`config.mk`:
```
export PLATFORM = sky130hd
export DESIGN_NAME = vehicle_lighting_relay_controller_core
export DESIGN_NICKNAME = d
export VERILOG_FILES = /design/src/rtl/vlrc_pkg.sv /design/src/rtl/vehicle_lighting_relay_controller_core.sv /design/src/rtl/vlrc_cfg.sv /design/src/rtl/vlrc_logic.sv
export SDC_FILE = /design/constraint.sdc
export NUM_CORES = 1
export LEC_CHECK = 0
export BUFFER_PORTS_ARGS = -buffer_cell sky130_fd_sc_hd__buf_2
export CAP_MARGIN = 30
export CORE_MARGIN = 8
export CORE_UTILIZATION = 50
export CTS_BUF_LIST = sky130_fd_sc_hd__clkbuf_8
export DETAILED_ROUTE_END_ITERATION = 6
export PLACE_DENSITY = 0.69
export SLEW_MARGIN = 5
export SYNTH_ARGS = -nofsm -noshare
export SYNTH_HDL_FRONTEND = slang
export SYNTH_SLANG_ARGS = --single-unit
```
`constraint.sdc`:
```
create_clock -name i_clk -period 5.6 [get_ports i_clk]
set_clock_uncertainty 0.1 [all_clocks]
set_input_delay 0.28 -clock i_clk [delete_from_list [all_inputs] [get_ports i_clk]]
set_output_delay 0.28 -clock i_clk [all_outputs]
set_load 0.05 [all_outputs]
```
`src/rtl/vlrc_pkg.sv`:
```
// ----------------------------------------------------------------------------
// Vehicle lighting relay controller - shared package
// Switch bit positions, register indexes, timer widths and the word types
// passed between the controller modules.
// ----------------------------------------------------------------------------
package vlrc_pkg;

    // Combined switch word: body switches in bits 0..6, light switches 7..14
    localparam int unsigned SW_W = 15;

    localparam int unsigned SW_DOOR     = 0;
    localparam int unsigned SW_INTERIOR = 1;
    localparam int unsigned SW_IGNITION = 2;
    localparam int unsigned SW_START    = 3;
    localparam int unsigned SW_BRAKE    = 4;
    localparam int unsigned SW_REVERSE  = 5;
    localparam int unsigned SW_UNLOCK   = 6;
    localparam int unsigned SW_HAZARD   = 7;
    localparam int unsigned SW_LEFT     = 8;
    localparam int unsigned SW_RIGHT    = 9;
    localparam int unsigned SW_MARKERS  = 10;
    localparam int unsigned SW_HEAD     = 11;
    localparam int unsigned SW_HIGH     = 12;
    localparam int unsigned SW_TOGGLE   = 13;
    localparam int unsigned SW_FOG      = 14;

    // Configuration register indexes
    localparam int unsigned CFG_IDX_W = 3;
    typedef logic [CFG_IDX_W-1:0] t_cfg_idx;
    localparam t_cfg_idx CFG_TURN_PERIOD  = 3'd0;
    localparam t_cfg_idx CFG_BRAKE_PERIOD = 3'd1;
    localparam t_cfg_idx CFG_BRAKE_COUNT  = 3'd2;
    localparam t_cfg_idx CFG_INTERIOR_SEC = 3'd3;
    localparam t_cfg_idx CFG_PATH_SEC     = 3'd4;

    // Timer widths: flash half-period up to 255 x 100 ms, hold up to 255 s
    typedef logic [14:0] t_flash_ms;
    typedef logic [17:0] t_hold_ms;
    localparam t_flash_ms FLASH_UNIT_MS = 15'd100;
    localparam t_hold_ms  MS_PER_SEC    = 18'd1000;

    typedef struct packed {
        logic [7:0] turn_period;
        logic [7:0] brake_period;
        logic [7:0] brake_count;
        logic [7:0] interior_sec;
        logic [7:0] path_sec;
    } t_cfg;

    typedef struct packed {
        logic interior_light;
        logic left_turn;
        logic right_turn;
        logic marker_lamps;
        logic lights_down;
        logic lights_up;
        logic head_power;
        logic high_beam;
        logic low_beam;
        logic fog_lamps;
        logic brake_lamps;
        logic reverse_lamps;
    } t_relays;

endpackage

```
`src/rtl/vehicle_lighting_relay_controller_core.sv`:
```
// ----------------------------------------------------------------------------
// Vehicle lighting relay controller - top level
// Input register, lighting logic, configuration registers and result
// register for the relay word.
// ----------------------------------------------------------------------------
// Usage:
//   Input channel (i_valid / o_stall) carries one word per item: i_mode = 1
//   is a 1 ms tick that advances the timers and gives no result; i_mode = 0
//   is a switch scan that gives one relay word on the output channel
//   (o_valid / i_stall).
//   A word is taken into the input register and processed there; a scan
//   then moves its relay word into the result register, which drives
//   o_valid. One word per cycle is sustained in both modes while o_stall
//   stays low.
//   The result register holds the relay word while i_stall is high; the
//   input register keeps taking a word and only raises o_stall when a scan
//   sits in it while the result register is full and stalled. Ticks never
//   wait on the output side.
//   Configuration writes (i_cfg_valid, always ready) go to five 8-bit
//   registers by index; unused indexes are ignored. Write them only while
//   the block is idle.
//   Reset (i_rst_n low, synchronous) empties both registers, stops all
//   timers, clears the switch history and restores register defaults.
// ----------------------------------------------------------------------------
module vehicle_lighting_relay_controller_core (
    input  logic                       i_clk,
    input  logic                       i_rst_n,
    // item input
    input  logic                       i_valid,
    output logic                       o_stall,
    input  logic                       i_mode,
    input  logic [6:0]                 i_body_switches,
    input  logic [7:0]                 i_light_switches,
    // configuration write
    input  logic                       i_cfg_valid,
    output logic                       o_cfg_ready,
    input  vlrc_pkg::t_cfg_idx         i_cfg_index,
    input  logic [7:0]                 i_cfg_data,
    // relay output
    output logic                       o_valid,
    input  logic                       i_stall,
    output logic                       o_interior_light,
    output logic                       o_left_turn,
    output logic                       o_right_turn,
    output logic                       o_marker_lamps,
    output logic                       o_lights_down,
    output logic                       o_lights_up,
    output logic                       o_head_power,
    output logic                       o_high_beam,
    output logic                       o_low_beam,
    output logic                       o_fog_lamps,
    output logic                       o_brake_lamps,
    output logic                       o_reverse_lamps
);

    logic                          r_in_valid, n_in_valid;
    logic                          r_in_mode;
    logic [vlrc_pkg::SW_W-1:0]     r_in_sw;
    logic                          r_out_valid, n_out_valid;
    vlrc_pkg::t_relays             r_out;
    vlrc_pkg::t_relays             relays;
    vlrc_pkg::t_cfg                cfg;
    logic                          out_free;
    logic                          go;
    logic                          in_take;

    // Flow control
    assign out_free    = !r_out_valid || !i_stall;
    assign go          = r_in_valid && (r_in_mode || out_free);
    assign o_stall     = r_in_valid && !go;
    assign in_take     = i_valid && !o_stall;
    assign o_cfg_ready = 1'b1;

    always_comb begin
        n_in_valid = r_in_valid;
        if (in_take) begin
            n_in_valid = 1'b1;
        end else if (go) begin
            n_in_valid = 1'b0;
        end
        n_out_valid = r_out_valid;
        if (go && !r_in_mode) begin
            n_out_valid = 1'b1;
        end else if (!i_stall) begin
            n_out_valid = 1'b0;
        end
    end

    // Input register
    always_ff @(posedge i_clk) begin
        if (!i_rst_n) begin
            r_in_valid <= 1'b0;
        end else begin
            r_in_valid <= n_in_valid;
        end
    end

    always_ff @(posedge i_clk) begin
        if (in_take) begin
            r_in_mode <= i_mode;
            r_in_sw   <= {i_light_switches, i_body_switches};
        end
    end

    vlrc_cfg u_cfg (
        .i_clk   (i_clk),
        .i_rst_n (i_rst_n),
        .i_wr    (i_cfg_valid && o_cfg_ready),
        .i_index (i_cfg_index),
        .i_data  (i_cfg_data),
        .o_cfg   (cfg)
    );

    vlrc_logic u_logic (
        .i_clk    (i_clk),
        .i_rst_n  (i_rst_n),
        .i_go     (go),
        .i_mode   (r_in_mode),
        .i_sw     (r_in_sw),
        .i_cfg    (cfg),
        .o_relays (relays)
    );

    // Result register
    always_ff @(posedge i_clk) begin
        if (!i_rst_n) begin
            r_out_valid <= 1'b0;
        end else begin
            r_out_valid <= n_out_valid;
        end
    end

    always_ff @(posedge i_clk) begin
        if (go && !r_in_mode) begin
            r_out <= relays;
        end
    end

    assign o_valid          = r_out_valid;
    assign o_interior_light = r_out.interior_light;
    assign o_left_turn      = r_out.left_turn;
    assign o_right_turn     = r_out.right_turn;
    assign o_marker_lamps   = r_out.marker_lamps;
    assign o_lights_down    = r_out.lights_down;
    assign o_lights_up      = r_out.lights_up;
    assign o_head_power     = r_out.head_power;
    assign o_high_beam      = r_out.high_beam;
    assign o_low_beam       = r_out.low_beam;
    assign o_fog_lamps      = r_out.fog_lamps;
    assign o_brake_lamps    = r_out.brake_lamps;
    assign o_reverse_lamps  = r_out.reverse_lamps;

    // Checks
    a_tick_never_stalls: assert property (@(posedge i_clk) disable iff (!i_rst_n)
        (r_in_valid && r_in_mode) |-> !o_stall)
        else $error("tick word held in input register");

    a_scan_gives_result: assert property (@(posedge i_clk) disable iff (!i_rst_n)
        (r_in_valid && !r_in_mode && out_free) |=> o_valid)
        else $error("processed scan did not produce a relay word");

    a_stall_keeps_item: assert property (@(posedge i_clk) disable iff (!i_rst_n)
        o_stall |=> (r_in_valid && !r_in_mode && $stable(r_in_sw)))
        else $error("stalled scan word lost from input register");

endmodule

```
`src/rtl/vlrc_cfg.sv`:
```
// ----------------------------------------------------------------------------
// Vehicle lighting relay controller - configuration registers
// Five 8-bit registers written through a valid/ready port; writes to an
// index beyond the list are dropped.
// ----------------------------------------------------------------------------
module vlrc_cfg (
    input  logic                   i_clk,
    input  logic                   i_rst_n,
    input  logic                   i_wr,
    input  vlrc_pkg::t_cfg_idx     i_index,
    input  logic [7:0]             i_data,
    output vlrc_pkg::t_cfg         o_cfg
);

    vlrc_pkg::t_cfg r_cfg;
    vlrc_pkg::t_cfg n_cfg;

    // Register write decode
    always_comb begin
        n_cfg = r_cfg;
        if (i_wr) begin
            unique case (i_index)
                vlrc_pkg::CFG_TURN_PERIOD:  n_cfg.turn_period  = i_data;
                vlrc_pkg::CFG_BRAKE_PERIOD: n_cfg.brake_period = i_data;
                vlrc_pkg::CFG_BRAKE_COUNT:  n_cfg.brake_count  = i_data;
                vlrc_pkg::CFG_INTERIOR_SEC: n_cfg.interior_sec = i_data;
                vlrc_pkg::CFG_PATH_SEC:     n_cfg.path_sec     = i_data;
                default:                    n_cfg = r_cfg;
            endcase
        end
    end

    always_ff @(posedge i_clk) begin
        if (!i_rst_n) begin
            r_cfg.turn_period  <= 8'd5;
            r_cfg.brake_period <= 8'd1;
            r_cfg.brake_count  <= 8'd3;
            r_cfg.interior_sec <= 8'd30;
            r_cfg.path_sec     <= 8'd30;
        end else begin
            r_cfg <= n_cfg;
        end
    end

    assign o_cfg = r_cfg;

endmodule

```
`src/rtl/vlrc_logic.sv`:
```
// ----------------------------------------------------------------------------
// Vehicle lighting relay controller - lighting state and relay logic
// Holds the flasher and hold timers and the switch history. On a tick word
// the timers advance; on a scan word edges are found, timers are restarted
// or loaded and the relay word is formed combinationally; the state is registered.
// ----------------------------------------------------------------------------
module vlrc_logic (
    input  logic                          i_clk,
    input  logic                          i_rst_n,
    input  logic                          i_go,
    input  logic                          i_mode,
    input  logic [vlrc_pkg::SW_W-1:0]     i_sw,
    input  vlrc_pkg::t_cfg                i_cfg,
    output vlrc_pkg::t_relays             o_relays
);

    logic [vlrc_pkg::SW_W-1:0] r_prev, n_prev;
    logic                      r_turn_phase, n_turn_phase;
    vlrc_pkg::t_flash_ms       r_turn_rem, n_turn_rem;
    vlrc_pkg::t_flash_ms       r_turn_int, n_turn_int;
    logic                      r_brake_phase, n_brake_phase;
    vlrc_pkg::t_flash_ms       r_brake_rem, n_brake_rem;
    vlrc_pkg::t_flash_ms       r_brake_int, n_brake_int;
    logic [7:0]                r_brake_left, n_brake_left;
    vlrc_pkg::t_hold_ms        r_int_rem, n_int_rem;
    vlrc_pkg::t_hold_ms        r_path_rem, n_path_rem;
    logic                      r_hb, n_hb;
    logic                      r_ign_off, n_ign_off;

    logic [vlrc_pkg::SW_W-1:0] sw;
    logic [vlrc_pkg::SW_W-1:0] chg;
    logic                      ign;
    logic                      turn_restart;
    logic                      brake_restart;
    logic                      start_path;
    vlrc_pkg::t_flash_ms       turn_dec;
    vlrc_pkg::t_flash_ms       brake_dec;
    vlrc_pkg::t_flash_ms       turn_load;
    vlrc_pkg::t_flash_ms       brake_load;
    vlrc_pkg::t_hold_ms        int_load;
    vlrc_pkg::t_hold_ms        path_load;
    vlrc_pkg::t_relays         rel;

    assign sw  = i_sw;
    assign chg = i_sw ^ r_prev;
    assign ign = sw[vlrc_pkg::SW_IGNITION];

    // Reload values from the registers
    assign turn_load  = vlrc_pkg::t_flash_ms'(i_cfg.turn_period) * vlrc_pkg::FLASH_UNIT_MS;
    assign brake_load = vlrc_pkg::t_flash_ms'(i_cfg.brake_period) * vlrc_pkg::FLASH_UNIT_MS;
    assign int_load   = vlrc_pkg::t_hold_ms'(i_cfg.interior_sec) * vlrc_pkg::MS_PER_SEC;
    assign path_load  = vlrc_pkg::t_hold_ms'(i_cfg.path_sec) * vlrc_pkg::MS_PER_SEC;

    assign turn_dec  = r_turn_rem - 15'd1;
    assign brake_dec = r_brake_rem - 15'd1;

    // Flasher restarts on a scan
    always_comb begin
        if (sw[vlrc_pkg::SW_HAZARD]) begin
            turn_restart = chg[vlrc_pkg::SW_HAZARD];
        end else begin
            turn_restart = ign &&
                ((sw[vlrc_pkg::SW_LEFT] && chg[vlrc_pkg::SW_LEFT]) ||
                 (sw[vlrc_pkg::SW_RIGHT] && chg[vlrc_pkg::SW_RIGHT]));
        end
    end
    assign brake_restart = sw[vlrc_pkg::SW_BRAKE] && chg[vlrc_pkg::SW_BRAKE];

    // Next state and relay word
    always_comb begin
        n_prev        = r_prev;
        n_turn_phase  = r_turn_phase;
        n_turn_rem    = r_turn_rem;
        n_turn_int    = r_turn_int;
        n_brake_phase = r_brake_phase;
        n_brake_rem   = r_brake_rem;
        n_brake_int   = r_brake_int;
        n_brake_left  = r_brake_left;
        n_int_rem     = r_int_rem;
        n_path_rem    = r_path_rem;
        n_hb          = r_hb;
        n_ign_off     = r_ign_off;
        start_path    = 1'b0;
        rel           = '0;

        if (i_go && i_mode) begin
            // millisecond tick
            if (r_turn_rem != '0) begin
                if (turn_dec == '0) begin
                    n_turn_rem   = r_turn_int;
                    n_turn_phase = !r_turn_phase;
                end else begin
                    n_turn_rem = turn_dec;
                end
            end
            if (r_brake_rem != '0) begin
                if (brake_dec == '0) begin
                    n_brake_rem = r_brake_int;
                    if (r_brake_phase && r_brake_left != 8'd0) begin
                        n_brake_phase = 1'b0;
                        n_brake_left  = r_brake_left - 8'd1;
                    end else begin
                        n_brake_phase = 1'b1;
                        if (r_brake_left == 8'd0) begin
                            n_brake_rem = '0;
                        end
                    end
                end else begin
                    n_brake_rem = brake_dec;
                end
            end
            if (r_int_rem != '0) begin
                n_int_rem = r_int_rem - 18'd1;
            end
            if (r_path_rem != '0) begin
                n_path_rem = r_path_rem - 18'd1;
            end
        end else if (i_go) begin
            // switch scan
            n_prev = sw;

            // interior light, loaded when the door closes
            if (!sw[vlrc_pkg::SW_DOOR] && chg[vlrc_pkg::SW_DOOR]) begin
                n_int_rem = int_load;
            end
            rel.interior_light = sw[vlrc_pkg::SW_DOOR] || sw[vlrc_pkg::SW_INTERIOR] ||
                                 (!ign && n_int_rem != '0);

            // turn, hazard and parking lamps
            if (turn_restart) begin
                n_turn_phase = 1'b1;
                n_turn_int   = turn_load;
                n_turn_rem   = turn_load;
            end
            if (sw[vlrc_pkg::SW_HAZARD]) begin
                rel.left_turn  = n_turn_phase;
                rel.right_turn = n_turn_phase;
            end else if (!ign) begin
                rel.left_turn  = sw[vlrc_pkg::SW_LEFT];
                rel.right_turn = sw[vlrc_pkg::SW_RIGHT];
            end else begin
                // left sees the phase before a right-hand restart relights it
                rel.left_turn  = sw[vlrc_pkg::SW_LEFT] &&
                                 (chg[vlrc_pkg::SW_LEFT] || r_turn_phase);
                rel.right_turn = sw[vlrc_pkg::SW_RIGHT] && n_turn_phase;
            end

            // headlights
            rel.lights_down = !sw[vlrc_pkg::SW_MARKERS] && !sw[vlrc_pkg::SW_HEAD] &&
                              !sw[vlrc_pkg::SW_HIGH];
            if (ign) begin
                if (chg[vlrc_pkg::SW_IGNITION]) begin
                    n_hb = 1'b0;
                end
                if (sw[vlrc_pkg::SW_TOGGLE] && chg[vlrc_pkg::SW_TOGGLE]) begin
                    n_hb = !n_hb;
                end
                if (sw[vlrc_pkg::SW_HEAD] || sw[vlrc_pkg::SW_HIGH]) begin
                    rel.head_power  = 1'b1;
                    rel.lights_up   = 1'b1;
                    rel.lights_down = 1'b0;
                    if (!sw[vlrc_pkg::SW_START]) begin
                        rel.high_beam = sw[vlrc_pkg::SW_HIGH] || n_hb;
                        rel.low_beam  = !(sw[vlrc_pkg::SW_HIGH] || n_hb);
                    end
                end
                rel.fog_lamps = sw[vlrc_pkg::SW_FOG];
            end

            // brake and reverse
            if (brake_restart) begin
                n_brake_phase = 1'b1;
                n_brake_int   = brake_load;
                n_brake_rem   = brake_load;
                n_brake_left  = i_cfg.brake_count;
            end
            rel.brake_lamps   = sw[vlrc_pkg::SW_BRAKE] && n_brake_phase;
            rel.reverse_lamps = sw[vlrc_pkg::SW_REVERSE];

            // path lighting after the ignition goes off or the unlock switch changes
            if (!ign && chg[vlrc_pkg::SW_IGNITION]) begin
                if (sw[vlrc_pkg::SW_DOOR]) begin
                    start_path = 1'b1;
                end else begin
                    n_ign_off = 1'b1;
                end
            end
            if (sw[vlrc_pkg::SW_DOOR] && chg[vlrc_pkg::SW_DOOR] && n_ign_off) begin
                start_path = 1'b1;
            end
            if (!ign && chg[vlrc_pkg::SW_UNLOCK]) begin
                start_path = 1'b1;
            end
            if (start_path) begin
                n_ign_off  = 1'b0;
                n_path_rem = path_load;
            end
            rel.marker_lamps = sw[vlrc_pkg::SW_MARKERS] || (n_path_rem != '0);
        end
    end

    always_ff @(posedge i_clk) begin
        if (!i_rst_n) begin
            r_prev        <= '0;
            r_turn_phase  <= 1'b1;
            r_turn_rem    <= '0;
            r_turn_int    <= '0;
            r_brake_phase <= 1'b1;
            r_brake_rem   <= '0;
            r_brake_int   <= '0;
            r_brake_left  <= 8'd0;
            r_int_rem     <= '0;
            r_path_rem    <= '0;
            r_hb          <= 1'b0;
            r_ign_off     <= 1'b0;
        end else begin
            r_prev        <= n_prev;
            r_turn_phase  <= n_turn_phase;
            r_turn_rem    <= n_turn_rem;
            r_turn_int    <= n_turn_int;
            r_brake_phase <= n_brake_phase;
            r_brake_rem   <= n_brake_rem;
            r_brake_int   <= n_brake_int;
            r_brake_left  <= n_brake_left;
            r_int_rem     <= n_int_rem;
            r_path_rem    <= n_path_rem;
            r_hb          <= n_hb;
            r_ign_off     <= n_ign_off;
        end
    end

    assign o_relays = rel;

endmodule
```
Word-level counts from Yosys, hierarchy flattened. Index checks and enable logic that the tools add are counted.

Memories: 0. ROM bits: 0. Bits in registers: 188. Memory bits (writable): 0. Logic and storage cells: 211. Output and inout port bits: 15. Latch bits: 0. Input bits: 32.

Multiplexer cells: 74. Order comparisons: 0. Bitwise logic cells: 5. Reductions and logical operators: 78. Div/mod/pow operators: 0. Shifts and indexed selects: 0. Multiply operators: 4. $add $sub $neg: 5. Eq/ne operators: 12.

Operator list (count): $mux 18 (12); $mux 15 (12); $reduce_bool 18->1 (4); $mux 8 (6); $mux 1 (39); $sub 18x1->18 const B (2); $logic_not 15->1 (2); $mul 8x7->15 const B (2); $reduce_bool 15->1 (2); $sub 15x1->15 const B (2); $mul 8x5->13 const B (2); $logic_and 1x1->1 (22); $reduce_and 3->1 (7); $reduce_and 2->1 (8); $ne 2x2->1 const B (7); $xor 14x14->14 (1); $logic_not 1->1 (13); $logic_or 1x1->1 (9); $logic_not 8->1 (1); $reduce_bool 2->1 (4); $reduce_bool 8->1 (1); $sub 8x1->8 const B (1); $eq 3x2->1 const B (2); $mux 2 (3); 11 further kinds (14).

Logic depth before layout (Yosys ltp). Gate-level depths: netlist of the first run.

Word-level depth: 16. Mapped depth: 15.

Modules after synthesis. From an unflattened synthesis of the first run, not the netlist that was laid out.

Cells, all modules: 1585. Area, all modules: 13584.3 sq um.

Modules (own cells, without submodules): vlrc_logic (sequential area each 2242.2 sq um, cells each 1395, area each 11080.6 sq um, times used 1); vlrc_cfg (sequential area each 800.8 sq um, cells each 150, area each 1557.7 sq um, times used 1); vehicle_lighting_relay_controller_core (sequential area each 880.8 sq um, cells each 40, area each 945.9 sq um, times used 1).

Worst setup path after synthesis of the first run. No wires, ideal clock.

Path kind: register -> register. Start: register u_cfg.r_cfg (netlist bit u_cfg.o_cfg[9]). End: register r_out (netlist bit o_interior_light) (data pin). Required time: 5.320 ns. Setup time: 0.180 ns. Path slack: 0.975 ns. Cell stages (with the launch flop): 16. Arrival: 4.345 ns. Cell sequence: dfxtp_1 -> fa_1 -> xor2_1 -> ha_1 -> fa_1 -> inv_1 -> fa_1 -> inv_1 -> ha_1 -> o21ai_0 -> o21bai_1 -> a2111oi_0 -> o31ai_1 -> xor2_1 -> o21ai_0 -> a221oi_1.

Longest elaborated chain between the ends: 7.

RTL lines: start: declaration (RTL line vlrc_cfg.sv:15) `vlrc_pkg::t_cfg r_cfg;`; start signal: assignment (RTL line vlrc_cfg.sv:41) `r_cfg <= n_cfg;`; $mul 8x7->15 (RTL line vlrc_logic.sv:51) `assign int_load = vlrc_pkg::t_hold_ms'(i_cfg.interior_sec) * vlrc_pkg::MS_PER_SEC;`; $mux 18 (RTL line vlrc_logic.sv:123) `if (!sw[vlrc_pkg::SW_DOOR] && chg[vlrc_pkg::SW_DOOR]) begin`; $mux 18 (RTL line vlrc_logic.sv:118) `end else if (i_go) begin`; $mux 18 (RTL line vlrc_logic.sv:86) `if (i_go && i_mode) begin`; $reduce_bool 18->1 (RTL line vlrc_logic.sv:127) `(!ign && n_int_rem != '0);`; $logic_and 1x1->1 (RTL line vlrc_logic.sv:127); $logic_or 1x1->1 (RTL line vlrc_logic.sv:126) `rel.interior_light = sw[vlrc_pkg::SW_DOOR] || sw[vlrc_pkg::SW_INTERIOR] ||`; end signal: assignment (RTL line vehicle_lighting_relay_controller_core.sv:135) `r_out <= relays;`; end: declaration (RTL line vehicle_lighting_relay_controller_core.sv:60) `vlrc_pkg::t_relays r_out;`.

Every way passes these cells. The select of a mux whose other input is x is not followed. A chain may end at the register's enable or synchronous reset.

Worst setup path in the final report of the first run. Same ends and word-level chain as after synthesis.

==> impl_metrics.json, run 1 <==
{
  "fmax_mhz": 202,
  "io_buffers": 45,
  "max-slew-margin-rel_pct": 38.7,
  "wl_microns": 33300,
  "syn_area_sq_um": 13400,
  "syn2layout_area_growth_pct": 7.30,
  "clock_latency_ns": 0.48,
  "wl_per_cell_microns": 16.8,
  "worst_pin_slew_ns": 0.907,
  "worstHoldEndpoint": "u_cfg.o_cfg[30]",
  "syn-num-nets": 1848,
  "rsz0062_at_grt": "no",
  "worstPathArrival_ns": 5.12,
  "grt_pass1_vias": 11500,
  "period_minus_slack_ns": 4.94,
  "setup-tns-final_ns": 0,
  "hp-class": "in -> reg",
  "required_ns": 5.78,
  "final_cell_mix": "221 x nand2_1, 154 x dfxtp_1, 145 x ha_1, 136 x a21oi_1, 126 x inv_1",
  "dieHeight_microns": 180,
  "grt_usage_pct": 20.7,
  "cts_tree": "built",
  "worstSetupStartpointType": "register",
  "max_cap_viol_count": 0,
  "cts.reportedPaths.clkPinSlew_ns": 0.11,
  "final.fill_count": 2486,
  "globalplace.congestion": 0.913,
  "hold_viol": 0,
  "async_flop_share_pct": 0,
  "slowest_delay_ns": 0.56,
  "ys_ff_latch": 181,
  "dpl_worst_slack_ns": 0.392,
  "vdd_drop_max_mv": 0.155,
  "crit_chain": "fa_1, xor2_1, ha_1, fa_1, inv_1, fa_1, inv_1, ha_1, o21ai_0, o21bai_1, a2111oi_2, o31ai_1, xor2_1, o21ai_0, a221oi_1",
  "cts-htree-levels": 4,
  "drc": 0,
  "leakagePower_nw": 6.12,
  "core_area_sq_um": 26700,
  "num_vias": 11600,
  "critPathSlowestCell": "dfxtp_1",
  "post-cts-setup-buffer-count": 0,
  "dp_hpwl_microns": 24500,
  "timing.rr.end": "o_interior_light",
  "end_kind": "register",
  "ant_nets": 0,
  "fp-row-count": 60,
  "status": "complete, no violations",
  "grt_max_degree": 77,
  "power.density_nw_per_um2": 249,
  "fp.dieW_microns": 180,
  "cts.sinks": 181,
  "viasPerCell": 5.83,
  "whs_path_depth": 3,
  "layout_commonest_cell": "nand2_1",
  "grt_overflow": 0,
  "antenna_found_initial": 0,
  "path_common_cell": "fa_1",
  "cts_buffers": 17,
  "firstDrtPassIters": 5,
  "start_util_pct": 50.4,
  "worst-path-buf-inv": 2,
  "synth_edf_count": 27,
  "yosysWarnings": 0,
  "cp_top_family": "adder cells",
  "r2r_start": "u_cfg.o_cfg[9]",
  "yosysSeqAreaShare_pct": 29.0,
  "setup_viol_count_final": 0,
  "avgSynthCellArea_sq_um": 8.29,
  "grt_pass1_wl_microns": 56900,
  "pin_count": 47,
  "final_nets": 1862,
  "root_buffer": "clkbuf_8",
  "min_from": "i_cfg_data[6]",
  "period_share_pct": 88.2,
  "layout_setup_ws_ns": 0.660,
  "yosysUniqueCellTypes": 80,
  "synth_cells": 1622,
  "clockBufferDepth": 2,
  "synth_flop_cell": "dfxtp_1",
  "report.final.slew_viol_count": 0,
  "r2r.worst_path.cells": 15,
  "critPathKind": "reg -> reg",
  "ff2ff_setup_slack_ns": 0.66,
  "diodes": 0,
  "die_area_sq_um": 32400,
  "cp_max_fo": 8,
  "drive_gt1_share_pct": 7.88,
  "drt_iter0_markers": 814
}
==> synthesized netlist by cell type (7+ instances only) <==
| master | instances | share of area, % |
|---|---|---|
| and2_1 | 9 | 0.42 |
| xor2_1 | 20 | 1.3 |
| a31oi_1 | 19 | 0.88 |
| ha_1 | 145 | 13 |
| nor2b_1 | 13 | 0.61 |
| a21o_1 | 12 | 0.67 |
| edfxtp_1 | 27 | 6.0 |
| o21bai_1 | 8 | 0.45 |
| o21ai_0 | 73 | 2.7 |
| a2111oi_0 | 9 | 0.59 |
| dfxtp_1 | 154 | 23 |
| or4_1 | 7 | 0.39 |
| o31ai_1 | 9 | 0.50 |
| nand2b_1 | 10 | 0.47 |
| and3_1 | 12 | 0.56 |
| nand3_1 | 39 | 1.5 |
| o211ai_1 | 9 | 0.50 |
| nor2_1 | 101 | 2.8 |
| or3_1 | 22 | 1.0 |
| xnor2_1 | 34 | 2.2 |
| a21oi_1 | 136 | 5.1 |
| nand4_1 | 10 | 0.47 |
| nor3b_1 | 10 | 0.56 |
| nor3_1 | 59 | 2.2 |
| inv_1 | 127 | 3.5 |
| o22ai_1 | 11 | 0.51 |
| a311oi_1 | 7 | 0.46 |
| fa_1 | 49 | 7.3 |
| nor4_1 | 29 | 1.3 |
| a211oi_1 | 31 | 1.7 |
| or2_2 | 13 | 0.61 |
| nand2_1 | 221 | 6.2 |
| clkbuf_1 | 69 | 1.9 |
==> worst max path at each step <==
| stage | startpoint | endpoint | slack [ns] | cells after the start |
|---|---|---|---|---|
| 2_1_floorplan | u_cfg.o_cfg[9] | o_interior_light | 0.98 | 15 |
| 3_3_place_gp | u_cfg.o_cfg[9] | o_interior_light | 0.62 | 15 |
| 3_5_place_dp | u_cfg.o_cfg[9] | o_interior_light | 0.39 | 15 |
| 4_1_cts | u_cfg.o_cfg[9] | o_interior_light | 0.34 | 15 |
| 5_1_grt | u_cfg.o_cfg[9] | o_interior_light | 0.23 | 15 |
| 6_report | u_cfg.o_cfg[9] | o_interior_light | 0.66 | 15 |
==> power by group <==
group / switching, W / leakage [nW] / internal (W)
Clock: 0.000557 / 0.203 / 0.000357
Combinational: 0.000730 / 4.40 / 0.000496
Sequential: 0.0000802 / 1.52 / 0.00138
Total: 0.00137 / 6.12 / 0.00223
==> metrics by stage <==
step	power, W	std cells	instance area (sq um)	hold WS [ns]	utilization [%]
global placement	0.00266	1941	13900	0.341	52.0
finish	0.00360	1990	14400	0.0244	54.1
detailed placement	0.00268	1941	13900	0.348	52.0
floorplan	0.00241	1622	13400	0.279	-
CTS	0.00360	1990	14400	0.00667	54.1
global route	0.00384	1990	14400	0.00416	54.1
==> what timing repair did <==
action	CTS	global route
resized for setup	0	2
setup endpoints to repair	0	1
hold buffers	17	0
endpoints found under the hold margin	17	0
==> metal layers <==
metal / wire length [microns] / track usage (%)
met3: 1700 / 2.88
met1: 15100 / 27.3
met5: 0 / 0
met4: 838 / 6.67
met2: 15700 / 34.6
==> cell families after synthesis <==
family / synth area share, %
DFF: 29.0
buffers and inverters: 6.16
AOI/OAI and AO/OA: 19.0
muxes: 0.298
adders and majority gates: 20.8
xor gates and xnor gates: 3.52
other: 0.0279
and+or+nand+nor: 21.2
==> worst register-to-register path, delay by kind of cell, from the launching register on <==
kind | cells | cell delay, ns
adders and majority gates | 5 | 2.17
xor gates and xnor gates | 2 | 0.39
DFF | 1 | 0.56
AOI/OAI and AO/OA | 6 | 1.41
buffers and inverters | 2 | 0.10
==> flip-flops by register name (all words and copies together), names as in the netlist, 8 cells and up <==
register	cells
r_in_sw	15
u_cfg.o_cfg	40
u_logic.r_brake_int	13
u_logic.r_brake_left	8
u_logic.r_brake_rem	15
u_logic.r_int_rem	18
u_logic.r_path_rem	18
u_logic.r_prev	8
u_logic.r_turn_int	13
u_logic.r_turn_rem	15
==> final cells by class <==
cell class | instances | area, sq um | area share, %
clock buffer | 19 | 262 | 1.81
clock inverter | 13 | 129 | 0.894
inverter | 127 | 479 | 3.32
multi-input combinational | 1233 | 8730 | 60.5
sequential | 181 | 3890 | 27.0
tap | 341 | 427 | 2.96
timing repair buffer | 76 | 500 | 3.47
Power figures use the tool's default switching activity.
==> run 2: changes to the inputs <==
BUFFER_PORTS_ARGS = unset   (was -buffer_cell sky130_fd_sc_hd__buf_2)
DONT_BUFFER_PORTS = 1   (was unset)
PLACE_DENSITY = unset   (was 0.69)
PLACE_DENSITY_LB_ADDON = 0.08   (was unset)
==> run 2 against run 1 <==
  * Core utilization shrank 0.26 points
  * Worst hold slack gained 0.0058 ns
  * Count of clock-buffer cells in the layout shrank 1
  * Critical path type unchanged
  * Critical endpoint unchanged
  * Largest cell class unchanged
  * Highest routed layer is now met5
==> impl_metrics.json, run 2 (same netlist as run 1, synthesis figures left out) <==
{
  "critPathKind": "reg -> reg",
  "fp-row-count": 60,
  "globalplace.congestion": 0.881,
  "root_buffer": "clkbuf_8",
  "power.density_nw_per_um2": 249,
  "start_util_pct": 50.4,
  "io_buffers": 0,
  "vdd_drop_max_mv": 0.158,
  "cts_tree": "built",
  "required_ns": 5.77,
  "period_minus_slack_ns": 5.15,
  "worst_pin_slew_ns": 0.940,
  "path_common_cell": "fa_1",
  "min_from": "i_cfg_index[0]",
  "cts.sinks": 181,
  "period_share_pct": 92.0,
  "final_nets": 1831,
  "drc": 0,
  "dpl_worst_slack_ns": 0.507,
  "grt_usage_pct": 21.2,
  "max_cap_viol_count": 0,
  "r2r_start": "u_cfg.o_cfg[9]",
  "leakagePower_nw": 5.99,
  "critPathSlowestCell": "a2111oi_0",
  "wl_microns": 34400,
  "grt_overflow": 0,
  "clockBufferDepth": 2,
  "r2r.worst_path.cells": 15,
  "end_kind": "register",
  "cts_resized": 0,
  "holdWs_ns": 0.0302,
  "worst-path-buf-inv": 2,
  "final.fill_count": 2546,
  "hold_viol": 0,
  "grt_max_degree": 84,
  "register_area_sq_um": 3890,
  "layout_setup_ws_ns": 0.450,
  "dp_hpwl_microns": 24900,
  "fp.dieW_microns": 180,
  "ant_nets": 0,
  "drive_gt1_share_pct": 5.25,
  "viasPerCell": 5.83,
  "antenna_found_initial": 3,
  "cp_max_fo": 8,
  "clock_latency_ns": 0.48,
  "firstDrtPassIters": 5,
  "largest_reg_flops": 40,
  "grt_pass1_wl_microns": 57400,
  "final_cell_mix": "221 x nand2_1, 154 x dfxtp_1, 145 x ha_1, 136 x a21oi_1, 126 x inv_1",
  "setup_viol_count_final": 0,
  "core_area_sq_um": 26700,
  "cts-htree-levels": 4,
  "grt_pass1_vias": 11200,
  "hp-class": "in -> reg",
  "status": "complete, no violations",
  "cts_buffers": 17,
  "layout_commonest_cell": "nand2_1",
  "max-slew-margin-rel_pct": 36.4,
  "pin_count": 47,
  "worstHoldEndpoint": "u_cfg.o_cfg[19]",
  "diodes": 0,
  "num_vias": 11400,
  "worstPathArrival_ns": 5.32,
  "crit_start": "u_cfg.o_cfg[9]",
  "wl_per_cell_microns": 17.5,
  "whs_path_depth": 3,
  "crit_chain": "fa_1, xor2_1, ha_1, fa_1, inv_1, fa_1, inv_1, ha_1, o21ai_0, o21bai_1, a2111oi_0, o31ai_1, xor2_1, o21ai_0, a221oi_1",
  "cts.reportedPaths.clkPinSlew_ns": 0.11,
  "cp_top_family": "adder cells",
  "slowest_delay_ns": 0.70,
  "finalPower_w": 0.00357,
  "fmax_mhz": 194,
  "report.final.slew_viol_count": 0,
  "die_area_sq_um": 32400,
  "setup-tns-final_ns": 0,
  "syn2layout_area_growth_pct": 6.78,
  "dieHeight_microns": 180,
  "rsz0062_at_grt": "no",
  "utilization_pct": 53.8,
  "worstSetupStartpointType": "register",
  "ff2ff_setup_slack_ns": 0.45,
  "multi_input_area_sq_um": 8730,
  "drt_iter0_markers": 780,
  "timing.rr.end": "o_interior_light"
}
[run 2: area by class of cell]
class	instances	area share, %
tap	341	2.97
clock buffer	18	1.73
inverter	127	3.34
timing repair buffer	45	3.07
clock inverter	14	0.933
multi-input combinational	1233	60.8
sequential	181	27.1
[run 2: worst reg2reg max path, delay by kind of cell (launching register included)]
kind | cells | cell delay (ns)
flip-flops | 1 | 0.56
adder cells (fa/ha/maj) | 5 | 2.15
buffers and inverters | 2 | 0.09
XOR/XNOR | 2 | 0.40
AO/OA/AOI/OAI | 6 | 1.64
[run 2: layer usage]
| layer | GRT usage, % | vias to the layer above | part of all wire (%) |
|---|---|---|---|
| met5 | 0 | - | 0.096 |
| met3 | 3.13 | 32 | 3.9 |
| met2 | 36.2 | 210 | 48 |
| li1 | - | 5741 | - |
| met1 | 28.1 | 5440 | 47 |
| met4 | 4.50 | 6 | 1.0 |
[run 2: metrics by stage]
stage          instance area [sq um]  instances
6_report                       14400       1959
2_1_floorplan                  13400       1622
5_1_grt                        14400       1959
4_1_cts                        14400       1959
3_3_place_gp                   13600       1895
3_5_place_dp                   13600       1895
[run 2: report_power, final]
| group | switching [W] | internal, W |
|---|---|---|
| clock | 0.000553 | 0.000341 |
| sequential | 0.0000887 | 0.00138 |
| combinational | 0.000719 | 0.000492 |
[run 2: repair_timing]
action,CTS,global route
setup buffers,0,0
hold endpoints to repair,85,0
hold buffers,32,0
[run 2: worst max path at each step]
stage	to	slack, ns	cells after the start
4_1_cts	o_interior_light	0.45	15
6_report	o_interior_light	0.45	15
5_1_grt	o_interior_light	0.04	15
3_5_place_dp	o_interior_light	0.51	15
3_3_place_gp	o_interior_light	0.65	15
2_1_floorplan	o_interior_light	0.98	15
==> run 3: changes to the inputs <==
HOLD_SLACK_MARGIN = 0.08   (was unset)
PLACE_DENSITY = 0.77   (was unset)
PLACE_DENSITY_LB_ADDON = unset   (was 0.08)
==> run 3 against run 2 <==
  * Combinational power about the same
  * Wire length decreased by 1.4%
  * Critical path depth unchanged
  * Total power increased by 1.9%
  * Setup slack got worse by 0.010 ns
  * Flip-flop and latch count unchanged
  * Design area increased by 0.57%
  * Maximum frequency decreased by 0.20%
  * Register-to-register slack about the same
  * Sequential power about the same
  * Die area unchanged
==> impl_metrics.json, run 3 (same netlist as run 1, synthesis figures left out) <==
{
  "status": "complete, no violations",
  "power.density_nw_per_um2": 252,
  "cts.sinks": 181,
  "required_ns": 5.79,
  "final.fill_count": 2382,
  "final_cell_mix": "221 x nand2_1, 154 x dfxtp_1, 145 x ha_1, 136 x a21oi_1, 126 x inv_1",
  "dp_hpwl_microns": 24100,
  "seqPwrFrac_pct": 40.3,
  "drt_iter0_markers": 919,
  "num_vias": 11900,
  "report.final.slew_viol_count": 0,
  "holdWs_ns": 0.106,
  "viasPerCell": 6.04,
  "use_met2_pct": 34.7,
  "core_area_sq_um": 26700,
  "cts.reportedPaths.clkPinSlew_ns": 0.11,
  "clock_latency_ns": 0.47,
  "wl_microns": 33900,
  "utilization_pct": 54.2,
  "max_cap_viol_count": 0,
  "p_switching_w": 0.00136,
  "cp_top_family": "adder cells",
  "cts-htree-levels": 4,
  "cts_resized": 0,
  "post-cts-setup-buffer-count": 0,
  "drc": 0,
  "p_int_w": 0.00228,
  "end_kind": "register",
  "start_util_pct": 50.4,
  "grt_overflow": 0,
  "layout_setup_ws_ns": 0.440,
  "switching_share_pct": 37.3,
  "path_common_cell": "fa_1",
  "io_buffers": 0,
  "cp_max_fo": 8,
  "grt_max_degree": 69,
  "slowest_delay_ns": 0.69,
  "grt.busiest_layer": "met2",
  "fin_cells": 1968,
  "vdd_drop_max_mv": 0.139,
  "worst_pin_slew_ns": 0.983,
  "crit_chain": "fa_1, xor2_1, ha_1, fa_1, inv_1, fa_1, inv_1, ha_1, o21ai_0, o21bai_1, a2111oi_0, o31ai_1, xor2_1, o21ai_0, a221oi_1",
  "p_clk_share_pct": 26.1,
  "worstPathArrival_ns": 5.35,
  "leakagePower_nw": 6.01,
  "die_area_sq_um": 32400,
  "met3_usage_pct": 2.90,
  "place_inst": 1896,
  "critPathSlowestCell": "a2111oi_0",
  "setup_viol_count_final": 0,
  "rsz0062_at_grt": "no",
  "cts_tree": "built",
  "layout_commonest_cell": "nand2_1",
  "hold_viol": 0,
  "setup-tns-final_ns": 0,
  "firstDrtPassIters": 5,
  "clockBufferDepth": 2,
  "grt_pass1_wl_microns": 56500,
  "largest_reg_flops": 40,
  "antenna_found_initial": 2,
  "globalplace.congestion": 0.894,
  "wl_per_cell_microns": 17.2,
  "period_minus_slack_ns": 5.16,
  "worstSetupStartpointType": "register",
  "postCtsHoldBufs": 38,
  "root_buffer": "clkbuf_8",
  "dieHeight_microns": 180,
  "fp-row-count": 60,
  "dpl_worst_slack_ns": 0.502,
  "fp.dieW_microns": 180,
  "cts_buffers": 17,
  "combinationalPowerShare_pct": 33.6,
  "syn2layout_area_growth_pct": 7.38,
  "worst-path-buf-inv": 2,
  "grt_pass1_vias": 11300,
  "grtUsageMet1_pct": 26.7,
  "max-slew-margin-rel_pct": 33.6,
  "grt_usage_pct": 20.6,
  "hp-class": "in -> reg",
  "ant_nets": 0,
  "critPathKind": "reg -> reg",
  "final_nets": 1838,
  "drive_gt1_share_pct": 5.29,
  "period_share_pct": 92.1,
  "pin_count": 47,
  "fmax_mhz": 194
}
-- run 3: changes by cell type in the layout (fill, tap and decap cells not counted), sizes merged, moves of 2 or more --
cell / previous run / this run
dlygate4sd3: 31 / 37
clkinvlp: 0 / 3
bufinv: 0 / 2
clkinv: 6 / 4
diode: 0 / 2
inv: 135 / 133
-- run 3: worst min-delay path: cells and delay by family --
kind / cells / cell delay (ns)
AND/OR/NAND/NOR: 2 / 0.24
AO/OA/AOI/OAI: 1 / 0.12
-- run 3: cell type report --
type                            instances  area [sq um]  share of cell area, %
Tap cell                              341           427                   2.96
Inverter                              127           478                   3.31
Clock buffer                           17           234                   1.62
Multi-Input combinational cell       1233          8730                   60.5
Timing Repair Buffer                   52           495                   3.43
Antenna cell                            2          5.00                 0.0347
Clock inverter                         15           170                   1.18
Sequential cell                       181          3890                   27.0
-- run 3: per-layer routing --
metal / vias up / share of wire [%]
met5: - / 0
met2: 393 / 48
met1: 5695 / 43
met3: 57 / 6.4
li1: 5751 / -
met4: 0 / 2.6
-- run 3: path summary, 6_finish.rpt --
kind | from | endpoint | slack (ns) | cells past startpoint
hold / removal | i_cfg_index[0] | u_cfg.o_cfg[18] | 0.11 | 3
hold reg to reg | u_cfg.o_cfg[18] | u_cfg.o_cfg[18] | 0.36 | 2
setup reg to reg | u_cfg.o_cfg[9] | o_interior_light | 0.44 | 15
setup / recovery | u_cfg.o_cfg[9] | o_interior_light | 0.44 | 15
-- run 3: per-stage QoR --
stage | cell area (sq um) | total power, W
finish | 14400 | 0.00364
global route | 14400 | 0.00385
CTS | 14400 | 0.00363
detailed placement | 13600 | 0.00265
global placement | 13600 | 0.00262
floorplan | 13400 | 0.00241
-- run 3: power groups by stage --
stage               registers [W]  clock network (W)  logic (W)
floorplan                 0.00146                  0   0.000957
finish                    0.00147           0.000950    0.00122
CTS                       0.00146           0.000958    0.00121
global placement          0.00149                  0    0.00113
global route              0.00148            0.00100    0.00137
detailed placement        0.00149                  0    0.00116
